**src/twb_pkg.sv**
```systemverilog
// shared types and constants for the two-wheel balance controller
`default_nettype none
package twb_pkg;

  // fixed-point layout
  localparam int ValW    = 16;        // Q11.4 angle and rate
  localparam int GainW   = 16;        // Q0.16 gains
  localparam int StepW   = 8;
  localparam int OlimW   = 11;
  localparam int TiltW   = 15;
  localparam int AccW    = 12;
  localparam int DutyW   = 11;
  localparam int FracW   = 20;        // product fraction bits
  localparam int SumW    = 36;        // exact sum of three products
  localparam int IncW    = 29;        // clamped increment, +/-255 << 20
  localparam int CfgIdxW = 3;
  localparam int CfgDatW = 16;
  localparam int InDataW = 4 * ValW;
  localparam int OutDataW = 24;       // two duties and two pins, byte aligned

  // register indexes
  typedef enum logic [CfgIdxW-1:0] {
    REG_KP           = 3'd0,
    REG_KI           = 3'd1,
    REG_KD           = 3'd2,
    REG_STEP_LIMIT   = 3'd3,
    REG_OUTPUT_LIMIT = 3'd4,
    REG_TILT_LIMIT   = 3'd5
  } cfg_reg_t;

  // reset values of the registers
  localparam logic [GainW-1:0] KpReset   = 16'd1966;
  localparam logic [GainW-1:0] KiReset   = 16'd39322;
  localparam logic [GainW-1:0] KdReset   = 16'd13107;
  localparam logic [StepW-1:0] StepReset = 8'd20;
  localparam logic [OlimW-1:0] OlimReset = 11'd1500;
  localparam logic [TiltW-1:0] TiltReset = 15'd800;

  typedef struct packed {
    logic [GainW-1:0] kp;
    logic [GainW-1:0] ki;
    logic [GainW-1:0] kd;
    logic [StepW-1:0] step_limit;
    logic [OlimW-1:0] output_limit;
    logic [TiltW-1:0] tilt_limit;
  } gains_t;

  // what one wheel lane hands to the merge stage
  typedef struct packed {
    logic                   valid;
    logic                   armed;
    logic                   tilt_ok;
    logic signed [AccW-1:0] accum;
  } lane_out_t;

endpackage
`default_nettype wire

```
**src/twb_merge.sv**
```systemverilog
// combines both lanes: tilt gate, direction pins and duty word
`default_nettype none
module twb_merge (
  input  wire logic                              clk,
  input  wire logic                              rst,
  input  wire twb_pkg::lane_out_t                left,
  input  wire twb_pkg::lane_out_t                right,
  output logic                                   word_valid,
  output logic [twb_pkg::OutDataW-1:0]           word
);
  import twb_pkg::*;

  logic             left_dir_pin, right_dir_pin;
  logic             drive;
  logic [AccW-1:0]  lmag, rmag;
  logic             ldir_next, rdir_next;
  logic [DutyW-1:0] lduty, rduty;

  // motors run only when armed and both angles are inside the limit
  always_comb begin
    drive = left.armed && right.armed && left.tilt_ok && right.tilt_ok;
    lmag = left.accum[AccW-1] ? AccW'(-left.accum) : AccW'(left.accum);
    rmag = right.accum[AccW-1] ? AccW'(-right.accum) : AccW'(right.accum);
    ldir_next = drive ? (left.accum > 0) : left_dir_pin;
    rdir_next = drive ? !(right.accum > 0) : right_dir_pin;
    lduty = drive ? lmag[DutyW-1:0] : '0;
    rduty = drive ? rmag[DutyW-1:0] : '0;
  end

  // held pins and registered result word
  always_ff @(posedge clk) begin
    if (rst) begin
      left_dir_pin <= 1'b0;
      right_dir_pin <= 1'b0;
      word_valid <= 1'b0;
    end else begin
      word_valid <= left.valid && right.valid;
      if (left.valid && right.valid) begin
        left_dir_pin <= ldir_next;
        right_dir_pin <= rdir_next;
      end
    end
    word <= {rdir_next, rduty, ldir_next, lduty};
  end

endmodule
`default_nettype wire

```
**config.mk**
```make
export PLATFORM = sky130hd
export DESIGN_NAME = twb_merge
export DESIGN_NICKNAME = d
export VERILOG_FILES = /design/src/twb_pkg.sv /design/src/twb_merge.sv
export SDC_FILE = /design/constraint.sdc
export NUM_CORES = 1
export LEC_CHECK = 0
export BUFFER_PORTS_ARGS = -buffer_cell sky130_fd_sc_hd__clkbuf_2
export CORE_ASPECT_RATIO = 0.8
export CORE_MARGIN = 2
export CORE_UTILIZATION = 47
export CTS_BUF_LIST = sky130_fd_sc_hd__clkbuf_8
export CTS_CLUSTER_DIAMETER = 80
export DETAILED_ROUTE_END_ITERATION = 8
export PLACE_DENSITY = 0.81
export SLEW_MARGIN = 20
export SYNTH_ARGS = -nofsm -noshare
export SYNTH_HDL_FRONTEND = slang
export SYNTH_SLANG_ARGS = --single-unit
```
**constraint.sdc**
```tcl
create_clock -name clk -period 1.6 [get_ports clk]
set_input_delay 0.16 -clock clk [delete_from_list [all_inputs] [get_ports clk]]
set_output_delay 0.16 -clock clk [all_outputs]
set_load 0.05 [all_outputs]
```
==> flow_results.org <==
** Clock tree
- Cts-stage hold buffer count :: 0
- Deepest level of the CTS H-tree :: 1
- CTS clock-pin slew for the worst setup and hold paths :: ~0.08 ns
- The tree is rooted in a clkbuf_8.
- The clock passes through at most 2 buffers.
- Clock sink total :: 27
- Total setup buffers inserted after CTS :: 0
- Clock latency of the later-clocked register in the worst-skew pair :: ~0.27 ns
- Buffers inserted during clock tree synthesis total 3.
- Post-CTS repair changed the size of 0 cells.
- Clock tree from TritonCTS :: yes

** Power
- For this design the ratio of total power to cell area is ~830 mW/mm2.
- IR analysis of the VDD net gives a maximum drop of roughly 0.56 mV.
- Pleak :: about 0.75 nW

** Synthesis
- The synthesized netlist devotes approximately 12% of its cell area to compound gates.
- Averaged over all synthesized cells, the footprint is a little under 10 um2.
- Total number of yosys warnings :: 0
- Fraction of post-synthesis cell area in the top cell type by area :: roughly 45%
- The synthesized netlist devotes between 20% and 30% of its cell area to simple gates.
- Synthesis instantiated 27 different standard cells from the library.
- #FFs+latches synth :: 27
- The biggest area contributor in the post-synthesis netlist is dfxtp_1.
- After synthesis, the largest family of logic cells by area is simple AND/OR/NAND/NOR gates.
- Of the post-synthesis cell area, the part taken by muxes is ~1.7%.
- Top area cells in the synthesized netlist :: dfxtp_1 (45%), xor2_1 (12%), nor2_1 (7.2%), o31ai_1 (4.4%), o41ai_4 (2.3%)
- Part of the Yosys area used for sequential elements :: between 40% and 50%
- The synthesized netlist devotes under 10% of its cell area to adder and majority cells.
- Cell count after synthesis :: roughly 120
- Fraction of synthesized cell area in xor and xnor cells :: around an eighth
- Synthesized net count :: 158
- Syn Std Cell Area :: 0.00119 mm2

** Worst setup path
- The setup path with the least slack is of type in2reg.
- Library cell contributing the largest single delay on the critical path :: or3b_4
- The critical path goes through clkbuf_2, inv_1, ha_1, or3b_4, nor4_1, or3_1, a21oi_1.
- At the worst endpoint, the arrival time is ~1.5 ns.
- In this design, the stage delay of the slowest critical-path cell is between 0.4 and 0.5 ns.
- Startpoint class of the critical path :: primary input
- The number of buffers and inverters on the critical path is 2.
- Required @ worst endpoint :: roughly 1.8 ns
- The worst setup path is captured at a flop.
- Family with the most delay on the worst path :: simple AND/OR/NAND/NOR gates
- Largest fanout on the critical path :: 5

** Route
- DR top layer :: met4
- Dividing the detail-routed wire length by the instance count gives between 10 and 15 um.
- Wire segments on met2 add up to approximately 1200 um in the final route.
- Total via count after detailed routing :: approximately 1100
- For this run, design rule violations remaining after detail routing come to 0.
- Once detail routing completed, the nets flagged for antenna violations numbered 0.
- Iteration count of the initial detailed-routing pass :: 4
- Number of violations reported at the end of detailed-routing iteration 0 :: 26
- Avg Vias per Cell :: 4.85
- Routed length on met1 :: between 1000 and 1500 um
- Met3 layer wire length in the routed design :: about 190 um
- Total Wirelength :: ~2500 um

** Flow run
- The tool flagged a number of max-cap violations equal to 0.

** GRT
- The initial antenna violation count is 0.
- Via count of the first global-routing pass :: roughly 1000
- Entering global routing, the biggest net connects 27 pins.
- The first global-routing pass estimated a little over 4000 um of wire.
- For this run the aggregate overflow at the end of global routing stands at 0.
- GRT Overall Usage :: a little under a fifth

** Placed design
- In this run, placement finished with an instance count of around 210.
- The placed instances occupy a cell area of 0.00152 mm2.
- Final weighted congestion in routability-driven placement :: between 0.8 and 0.9
- During placement, the flow inserted port buffers numbering between 50 and 60.
- Post-detail-place hpwl :: about 2100 um

** Cells and area
- In the final design database the tool counted about 220 nets.
- Fraction of layout instances using a drive strength above 1 :: between 40% and 50%
- The number of antenna diodes in the final layout is 0.
- Final cell count without fillers :: 218
- The library cell used most frequently in the layout, excluding fill and tap cells, is clkbuf_2.
- In the layout the commonest cells are clkbuf_2 (56), dfxtp_1 (27), nor2_1 (23).
- The finished cells cover 0.00157 mm2.
- From synthesis to final layout, the design area changed by 31.7%.

** STA
- Setup repair after global routing left no endpoint under its margin.
- Slew @ Worst Pin :: about 0.40 ns
- Setup violations remaining at the end of the flow were counted as 0.
- The final number of max-transition violations came to 0.
- Relative max-transition margin :: 73.1%
- Counting I/O delays and the setup requirement, the final critical path takes roughly 1.4 ns.
- Final worst-path cycle share :: a little under nine tenths
- Hold Fails Final Rpt :: 0
- Maximum clock rate :: approximately 0.73 GHz
- Between clock sinks in the finished design, the worst skew comes to 0.000379 ns.

** Floorplanning
- The core region is about 0.0024 mm2.
- Die Y-Extent :: 49.0 um
- From left edge to right edge, the die measures between 60 and 70 um.
- Row cnt :: 16
- The initial utilization of the core area, before any placement, comes to between 40% and 50%.
- For this design the top-level I/O count stands at between 50 and 60.
- The die covers 0.00296 mm2.

** Worst hold path
- The path class of the tightest hold or removal check is in2reg.

** Run status
- The run finished with clean final reports.
[path summary, 6_finish.rpt]
path / depth (start not counted) / to / from / slack, ns
hold / removal: 2 / left_dir_pin / rst / 0.07
hold reg to reg: 2 / left_dir_pin / left_dir_pin / 0.46
setup reg to reg: 2 / right_dir_pin / right_dir_pin / 0.92
setup / recovery: 7 / left_dir_pin / left[0] / 0.23
[cell families after synthesis]
family                   Yosys count
AO/OA/AOI/OAI                     18
XOR/XNOR                          18
flip-flops                        27
buffers and inverters             10
adder cells (fa/ha/maj)            2
AND/OR/NAND/NOR                   47
multiplexers                       2
[where the power goes]
group	internal [mW]	leakage, nW	switching, mW
combinational	0.0880	0.505	0.148
sequential	0.685	0.219	0.00333
clock	0.177	0.0217	0.208
total	0.950	0.746	0.359
[layout make-up]
class	instances	area, um2
repair buffers	59	303
well taps	36	45.0
clock buffers	3	41.3
fillers	213	853
flip-flops and latches	27	541
clock inverters	1	7.51
inverters	5	18.8
multi-input cells	87	613
[stage by stage]
step                      hold slack [ns]  TNS, ns  util [%]  total power, mW  setup WS, ns
after CTS                          0.0607        0      64.8             1.32         0.232
after global routing               0.0657        0      64.8             1.37        0.0927
after global placement              0.354        0      62.8            0.932        0.0104
after detailed placement            0.359   -0.126      62.8            0.942       -0.0528
final                              0.0674        0      64.8             1.31         0.235
after floorplan                     0.229        0         -            0.848         0.159
[cells in the mapped netlist, drive strengths merged]
library cell / instances
xor2: 16
o31ai: 7
inv: 5
ha: 2
nor4: 2
dfxtp: 27
a21oi: 2
mux2i: 2
nand2: 5
xnor2: 2
nand4: 1
or4: 4
or3b: 2
o41ai: 3
nor2b: 2
nor2: 23
or2: 3
clkbuf: 5
or3: 3
nor3: 2
o21ai: 5
a211oi: 1
[sequential cells by signal, summed over array words and instances, names as in the netlist]
signal and count:
right_dir_pin 1, word 24, left_dir_pin 1, word_valid 1
[layer usage]
metal	vias up	global-route usage [%]
met4	0	8.15
li1	540	-
met2	40	30.1
met5	-	0
met3	9	7.16
met1	468	22.4
[worst reg2reg max path, stage by stage, from the launching register on]
cell	delay (ns)
dfxtp_1	0.32
inv_1	0.05
a211oi_1	0.22
No activity file was read; power rests on OpenSTA's default activity.
