## src/twb_fifo.sv

```systemverilog
// result queue that decouples the pipeline from the output handshake
`default_nettype none
module twb_fifo #(
  parameter int DEPTH = 8,
  parameter int WIDTH = 24
) (
  input  wire logic             clk,
  input  wire logic             rst,
  input  wire logic             push,
  input  wire logic [WIDTH-1:0] push_data,
  output logic                  pop_valid,
  input  wire logic             pop_ready,
  output logic [WIDTH-1:0]      pop_data
);
  localparam int PtrW = (DEPTH > 1) ? $clog2(DEPTH) : 1;
  localparam int CntW = $clog2(DEPTH + 1);

  logic [WIDTH-1:0] mem [DEPTH];
  logic [PtrW-1:0]  wr_ptr, rd_ptr;
  logic [CntW-1:0]  count;
  logic             pop;

  assign pop = pop_valid && pop_ready;
  assign pop_valid = count != '0;
  assign pop_data = mem[rd_ptr];

  // storage
  always_ff @(posedge clk) begin
    if (push) begin
      mem[wr_ptr] <= push_data;
    end
  end

  // pointers and fill count
  always_ff @(posedge clk) begin
    if (rst) begin
      wr_ptr <= '0;
      rd_ptr <= '0;
      count <= '0;
    end else begin
      if (push) begin
        wr_ptr <= (wr_ptr == PtrW'(DEPTH - 1)) ? '0 : wr_ptr + 1'b1;
      end
      if (pop) begin
        rd_ptr <= (rd_ptr == PtrW'(DEPTH - 1)) ? '0 : rd_ptr + 1'b1;
      end
      count <= count + CntW'(push) - CntW'(pop);
    end
  end

endmodule
`default_nettype wire

```

## config.mk

```make
export PLATFORM = sky130hd
export DESIGN_NAME = twb_fifo
export DESIGN_NICKNAME = d
export VERILOG_FILES = /design/src/twb_fifo.sv
export SDC_FILE = /design/constraint.sdc
export NUM_CORES = 1
export LEC_CHECK = 0
export BUFFER_PORTS_ARGS = -buffer_cell sky130_fd_sc_hd__buf_2
export CORE_MARGIN = 2
export CORE_UTILIZATION = 30
export DETAILED_ROUTE_END_ITERATION = 10
export GPL_ROUTABILITY_DRIVEN = 0
export GPL_TIMING_DRIVEN = 1
export PLACE_DENSITY_LB_ADDON = 0.15
export SLEW_MARGIN = 25
export SYNTH_ARGS = -nofsm -noshare
export SYNTH_HDL_FRONTEND = slang
export SYNTH_SLANG_ARGS = --single-unit
```

## constraint.sdc

```tcl
create_clock -name clk -period 6.1 [get_ports clk]
set_input_delay 0.915 -clock clk [delete_from_list [all_inputs] [get_ports clk]]
set_output_delay 0.915 -clock clk [all_outputs]
set_load 0.005 [all_outputs]
```

==> summary.md, run 1 <==
| Metric | Value |
|---|---|
| DR vias | `between 3k and 4k` |
| LEAKAGE | `about 3.1 nW` |
| Post-route antenna net violation count | `0` |
| Port Buffer Count | `52` |
| Critical Path RT | `just over 5 ns` |
| Max-slew headroom | `0.4766` |
| Slew @ Worst Pin | `0.7852 ns` |
| Setup Skew | `0.008769 ns` |
| Post-synth top area share | `0.7272` |
| Final Max Slew Viols | `0` |
| Post-CTS Resized | `0` |
| FFs w/ async S/R, synth | `0` |
| Crit. End Element | `primary output` |
| Crit start category | `flop` |
| Placed instance area | `between 0.008 and 0.009 mm²` |
| Most common cell after layout, fill and taps aside | `edfxtp_1` |
| Grt ovf | `0` |
| Synth warn | `0` |
| CP arrival | `about 2.5 ns` |
| Synth Area per Inst | `22.53 µm²` |
| Total core area | `0.02598 mm²` |
| Initial antenna violation count | `0` |
| CTS Sinks | `just over 200` |
| Crit path time final | `about 3.4 ns` |
| CTS tree | `done` |
| FP Rows | `59` |
| Root Buffer | `clkbuf_16` |
| H-tree lvl count | `1` |
| Worst vdd ir | `~0.25 mV` |
| Tcrit/Tclk final | `0.5595` |
| Ys flop type | `edfxtp_1` |
| Max Cap Viol | `0` |
| Final hold vios | `0` |
| Hold WS | `about 0.54 ns` |
| CTS Buf Count | `24` |
| All-Layer GR Usage | `0.1151` |
| Cells after synthesis | `352` |
| RSZ-0062 raised after global routing | `no` |
| Vias in the first global route | `4077` |
| Largest area contributor in the netlist | `edfxtp_1` |
| Most frequent cells in the layout | `edfxtp_1, buf_2, mux4_2, clkbuf_16, mux2_4` |
| Worst-path clk slew | `about 0.06 ns` |
| Clock latency on the worst-skew pair | `roughly 0.50 ns` |
| Layout net count | `464` |
| Largest net degree at the start of global routing | `between 40 and 50` |
| Initial Util | `0.3051` |
| Chip height | `roughly 170 µm` |
| # setup viols final | `0` |
| First-pass GRT wire length | `about 24 mm` |
| Hold Crit Class | `reg -> reg` |
| Maximum fanout along the worst path | `25` |
| EDFF count, synth | `about 190` |
| Pre-antenna DRT Iters | `4` |
| HPWL Detailed | `about 9.1 mm` |
| Drt via density | `between 4 and 5` |
| Syn nets | `between 300 and 400` |
| N_diodes | `0` |
| Sequential area share after synthesis | `0.7600` |
| Clk buf depth | `3` |
| FF+latch count, synth | `between 200 and 250` |
| Status | `completed` |
| Count of different cell masters after synthesis | `27` |
| DRC Markers | `0` |
| Total wire length | `around 16 mm` |
| Die area | `between 0.02 and 0.03 mm²` |
| Routed length per instance | `between 20 and 25 µm` |
| Ranking of synthesized cells by area | `edfxtp_1, mux4_2, dfxtp_1, mux2_4, mux2_2` |
| Fmax achieved | `between 0.2 and 0.3 GHz` |
| Initial DRC Count | `between 150 and 200` |
| Postcts setup bufs | `0` |
| Setup TNS | `0 ns` |
| CTS Hold Bufs | `0` |
| Cell area after layout | `around 0.0094 mm²` |
| Ratio of cells with drive above 1 in the final layout | `0.4041` |
| Io pins | `53` |
| Die width | `166.6 µm` |
| Post-Syn Area | `0.007929 mm²` |
| CP Class | `reg -> out` |
| Synthesis-to-finish area growth | `18.84%` |
| Power Dens Cells | `between 300 and 400 mW/mm²` |
==> critical path: stages (launching register included) <==
cell,delay [ns]
dfxtp_4,0.72
buf_16,0.30
mux4_2,0.53
mux2_2,0.30
buf_2,0.13
==> synth_stat cells, types with 3 or more instances <==
library cell	instances
a21oi_1	9
buf_2	7
clkbuf_1	4
dfxtp_1	13
edfxtp_1	192
ha_1	8
inv_1	6
mux2_2	9
mux2_4	15
mux4_2	48
nand2b_1	5
nand3_1	3
nor2_1	11
o21ai_0	4
==> logic make-up after synthesis <==
group,after synthesis,share of synthesized area
xor+xnor,1,0.001105
mux,74,0.1801
buf+inv,20,0.01562
fa+ha+maj,9,0.01515
simple gates,29,0.01878
flops,205,0.7600
compound gates,14,0.009310
==> sequential cells by signal (all words and copies together) (netlist names), named ones only <==
| signal | flops |
|---|---|
| wr_ptr | 3 |
| mem | 192 |
| count | 4 |
| rd_ptr | 3 |
==> routing by layer <==
metal | track usage | up-vias | share of wire
met5 | 0 | - | 0
met4 | 0.02961 | 0 | 0.014
met3 | 0.02519 | 22 | 0.046
met2 | 0.2021 | 72 | 0.51
met1 | 0.1449 | 1932 | 0.43
li1 | - | 1614 | -
==> final timing paths <==
path	start	end	slack, ns	cells past startpoint
min reg2reg	rd_ptr[2]$_SDFFE_PP0P_	rd_ptr[2]$_SDFFE_PP0P_	0.54	2
min	rd_ptr[2]$_SDFFE_PP0P_	rd_ptr[2]$_SDFFE_PP0P_	0.54	2
max	flop	pop_data[3]	2.69	4
max reg2reg	count[2]$_SDFF_PP0_	count[2]$_SDFF_PP0_	3.75	10
==> power breakdown <==
group / leakage, nW / switching (W) / internal [W]
logic: 0.833 / 0.000199 / 0.000236
registers: 1.85 / 0.0000331 / 0.00159
clock network: 0.385 / 0.000510 / 0.000883
==> metrics by stage <==
step / utilization / worst slack [ns] / total power, W / cells
after floorplan: - / 2.986 / 0.001947 / 352
final: 0.3626 / 2.687 / 0.003448 / 778
after detailed placement: 0.3325 / 3.108 / 0.002100 / 736
after global routing: 0.3626 / 2.502 / 0.003611 / 778
after global placement: 0.3314 / 2.972 / 0.002079 / 735
after CTS: 0.3626 / 2.560 / 0.003511 / 778
==> layout make-up <==
| type | count | area, µm² |
|---|---|---|
| Tap cell | 335 | 419.2 |
| Multi-Input combinational cell | 127 | 1804 |
| Sequential cell | 205 | 6031 |
| Clock inverter | 9 | 117.6 |
| Timing Repair Buffer | 63 | 362.8 |
| Inverter | 6 | 22.52 |
| Clock buffer | 33 | 665.6 |
| Fill cell | 2421 | 16560 |
No activity file was read; power rests on OpenSTA's default activity.
==> run 2, diff against run 1 <==
- ABC_AREA: not set -> 1
- clock period: 6.1 -> 3.1 ns (I/O delays scaled with it)
==> summary.md, run 2 <==
| Metric | Value |
|---|---|
| Post-synth top area share | `0.6380` |
| Setup Skew | `between 0.005 and 0.006 ns` |
| Crit start category | `flop` |
| Final Max Slew Viols | `0` |
| Critical Path RT | `2.63 ns` |
| Initial DRC Count | `approximately 340` |
| CTS tree | `done` |
| DR vias | `5849` |
| CP Class | `reg -> out` |
| DRC Markers | `0` |
| Worst-path clk slew | `approximately 0.06 ns` |
| Hold Crit Class | `in -> reg` |
| Postcts setup bufs | `0` |
| Most flops, register | `mem` |
| Top cells by count, synth | `nand2_1, inv_1, edfxtp_1` |
| Synth warn | `0` |
| Drt via density | `roughly 4.2` |
| Max-slew headroom | `0.5388` |
| Post-CTS Resized | `0` |
| HPWL Detailed | `about 11 mm` |
| Max Cap Viol | `0` |
| RSZ-0062 raised after global routing | `no` |
| Initial antenna violation count | `1` |
| First-pass GRT wire length | `33.01 mm` |
| Placed insts | `roughly 1.3k` |
| Port Buffer Count | `between 50 and 60` |
| Fmax achieved | `between 0.3 and 0.4 GHz` |
| Io pins | `53` |
| LEAKAGE | `4.773 nW` |
| FFs w/ async S/R, synth | `0` |
| Chip height | `between 150 and 200 µm` |
| Power Dens Cells | `roughly 700 mW/mm²` |
| Largest net degree at the start of global routing | `a little under 100` |
| Grt ovf | `0` |
| Cells after synthesis | `between 900 and 1k` |
| Layout net count | `1018` |
| Total wire length | `between 20 and 25 mm` |
| CTS Hold Bufs | `0` |
| Tcrit/Tclk final | `0.8217` |
| Crit. End Element | `primary output` |
| FP Rows | `63` |
| Ys flop type | `edfxtp_1` |
| Utilization after layout | `0.3558` |
| Die width | `between 150 and 200 µm` |
| Power Total | `between 0.007 and 0.008 W` |
| Most common cell after layout, fill and taps aside | `nand2_1` |
| CTS Buf Count | `24` |
| Ranking of synthesized cells by area | `edfxtp_1, nand2_1, inv_1, nand3_1, dfxtp_1` |
| Hold WS | `around 0.18 ns` |
| All-Layer GR Usage | `0.1380` |
| Initial Util | `0.3049` |
| Post-Syn Area | `approximately 0.009 mm²` |
| Crit path time final | `between 2 and 3 ns` |
| # setup viols final | `0` |
| Vias in the first global route | `around 5.8k` |
| Total core area | `~0.030 mm²` |
| Fillers | `approximately 3.1k` |
| Status | `completed` |
| Synth Area per Inst | `a little under 10 µm²` |
| Synthesis-to-finish area growth | `16.70%` |
| Max reg flops | `roughly 190` |
| H-tree lvl count | `1` |
| Ratio of cells with drive above 1 in the final layout | `0.1092` |
| EDFF count, synth | `192` |
| Final hold vios | `0` |
| FF+latch count, synth | `between 200 and 250` |
| Syn nets | `960` |
| Worst vdd ir | `0.3401 mV` |
| Routed length per instance | `roughly 15 µm` |
| Count of different cell masters after synthesis | `18` |
| Post-route antenna net violation count | `0` |
| CTS Sinks | `just over 200` |
| Clock latency on the worst-skew pair | `just over 0.5 ns` |
| Most frequent cells in the layout | `nand2_1, inv_1, edfxtp_1, nand3_1, buf_2` |
| Sequential area share after synthesis | `0.6668` |
| Root Buffer | `clkbuf_16` |
| Fin cells | `between 1k and 1.5k` |
| CP arrival | `2.08 ns` |
| Maximum fanout along the worst path | `20` |
| Top-count cell post-synth | `nand2_1` |
| Largest area contributor in the netlist | `edfxtp_1` |
| Clk buf depth | `3` |
| Slew @ Worst Pin | `0.6918 ns` |
| Die area | `roughly 0.032 mm²` |
| Regs by FF count | `mem: 192 flops, count: 4 flops` |
| Setup TNS | `0 ns` |
| Pre-antenna DRT Iters | `4` |
==> run 2: area by class of cell <==
| type | count | area (µm²) | share of cell area |
|---|---|---|---|
| clock inverter | 5 | 22.52 | 0.002135 |
| antenna | 1 | 2.502 | 0.0002373 |
| clock buffer | 38 | 674.4 | 0.06395 |
| inverter | 210 | 788.3 | 0.07474 |
| tap | 390 | 488.0 | 0.04627 |
| sequential | 205 | 6031 | 0.5718 |
| multi-input combinational | 471 | 2064 | 0.1958 |
| timing repair buffer | 69 | 475.5 | 0.04508 |
==> run 2: critical path, stage by stage (launching register included) <==
cell	delay, ns
dfxtp_4	0.35
inv_2	0.37
buf_4	0.33
nand2_1	0.08
nand3_1	0.07
nand2_1	0.06
nand2_1	0.05
nand2_1	0.10
buf_2	0.15
==> run 2: logic make-up after synthesis <==
group / Yosys count / share of synthesized area
buffers and inverters: 247 / 0.1114
AND/OR/NAND/NOR: 452 / 0.2025
adder cells (fa/ha/maj): 9 / 0.01329
XOR/XNOR: 1 / 0.0009693
AO/OA/AOI/OAI: 9 / 0.004984
flip-flops: 205 / 0.6668
==> run 2: per-layer routing <==
layer	vias up	part of all wire	GRT usage
met4	2	0.017	0.03245
met1	2746	0.47	0.1836
met3	28	0.042	0.02421
met5	-	0.00052	0
met2	93	0.47	0.2337
li1	2980	-	-
==> run 2: power by group <==
part | switching (W) | total [W] | internal, W
registers | 0.0000372 | 0.00318 | 0.00315
logic | 0.00122 | 0.00186 | 0.000638
clock network | 0.00104 | 0.00252 | 0.00148
==> run 2: final timing paths <==
check | from | depth (start not counted) | to | slack [ns]
hold reg to reg | wr_ptr[0]$_SDFFE_PP0P_ | 2 | wr_ptr[0]$_SDFFE_PP0P_ | 0.50
setup / recovery | flop | 8 | pop_data[6] | 0.55
setup reg to reg | count[2]$_SDFF_PP0_ | 9 | count[2]$_SDFF_PP0_ | 1.08
hold / removal | rst | 2 | count[1]$_SDFF_PP0_ | 0.18
==> run 2: per-stage QoR <==
| stage | setup WS [ns] | area, µm² |
|---|---|---|
| 3_5_place_dp | 1.094 | 9847 |
| 6_report | 0.5526 | 10550 |
| 4_1_cts | 0.5173 | 10540 |
| 5_1_grt | 0.4115 | 10540 |
| 3_3_place_gp | 1.111 | 9847 |
| 2_1_floorplan | 1.085 | 9037 |
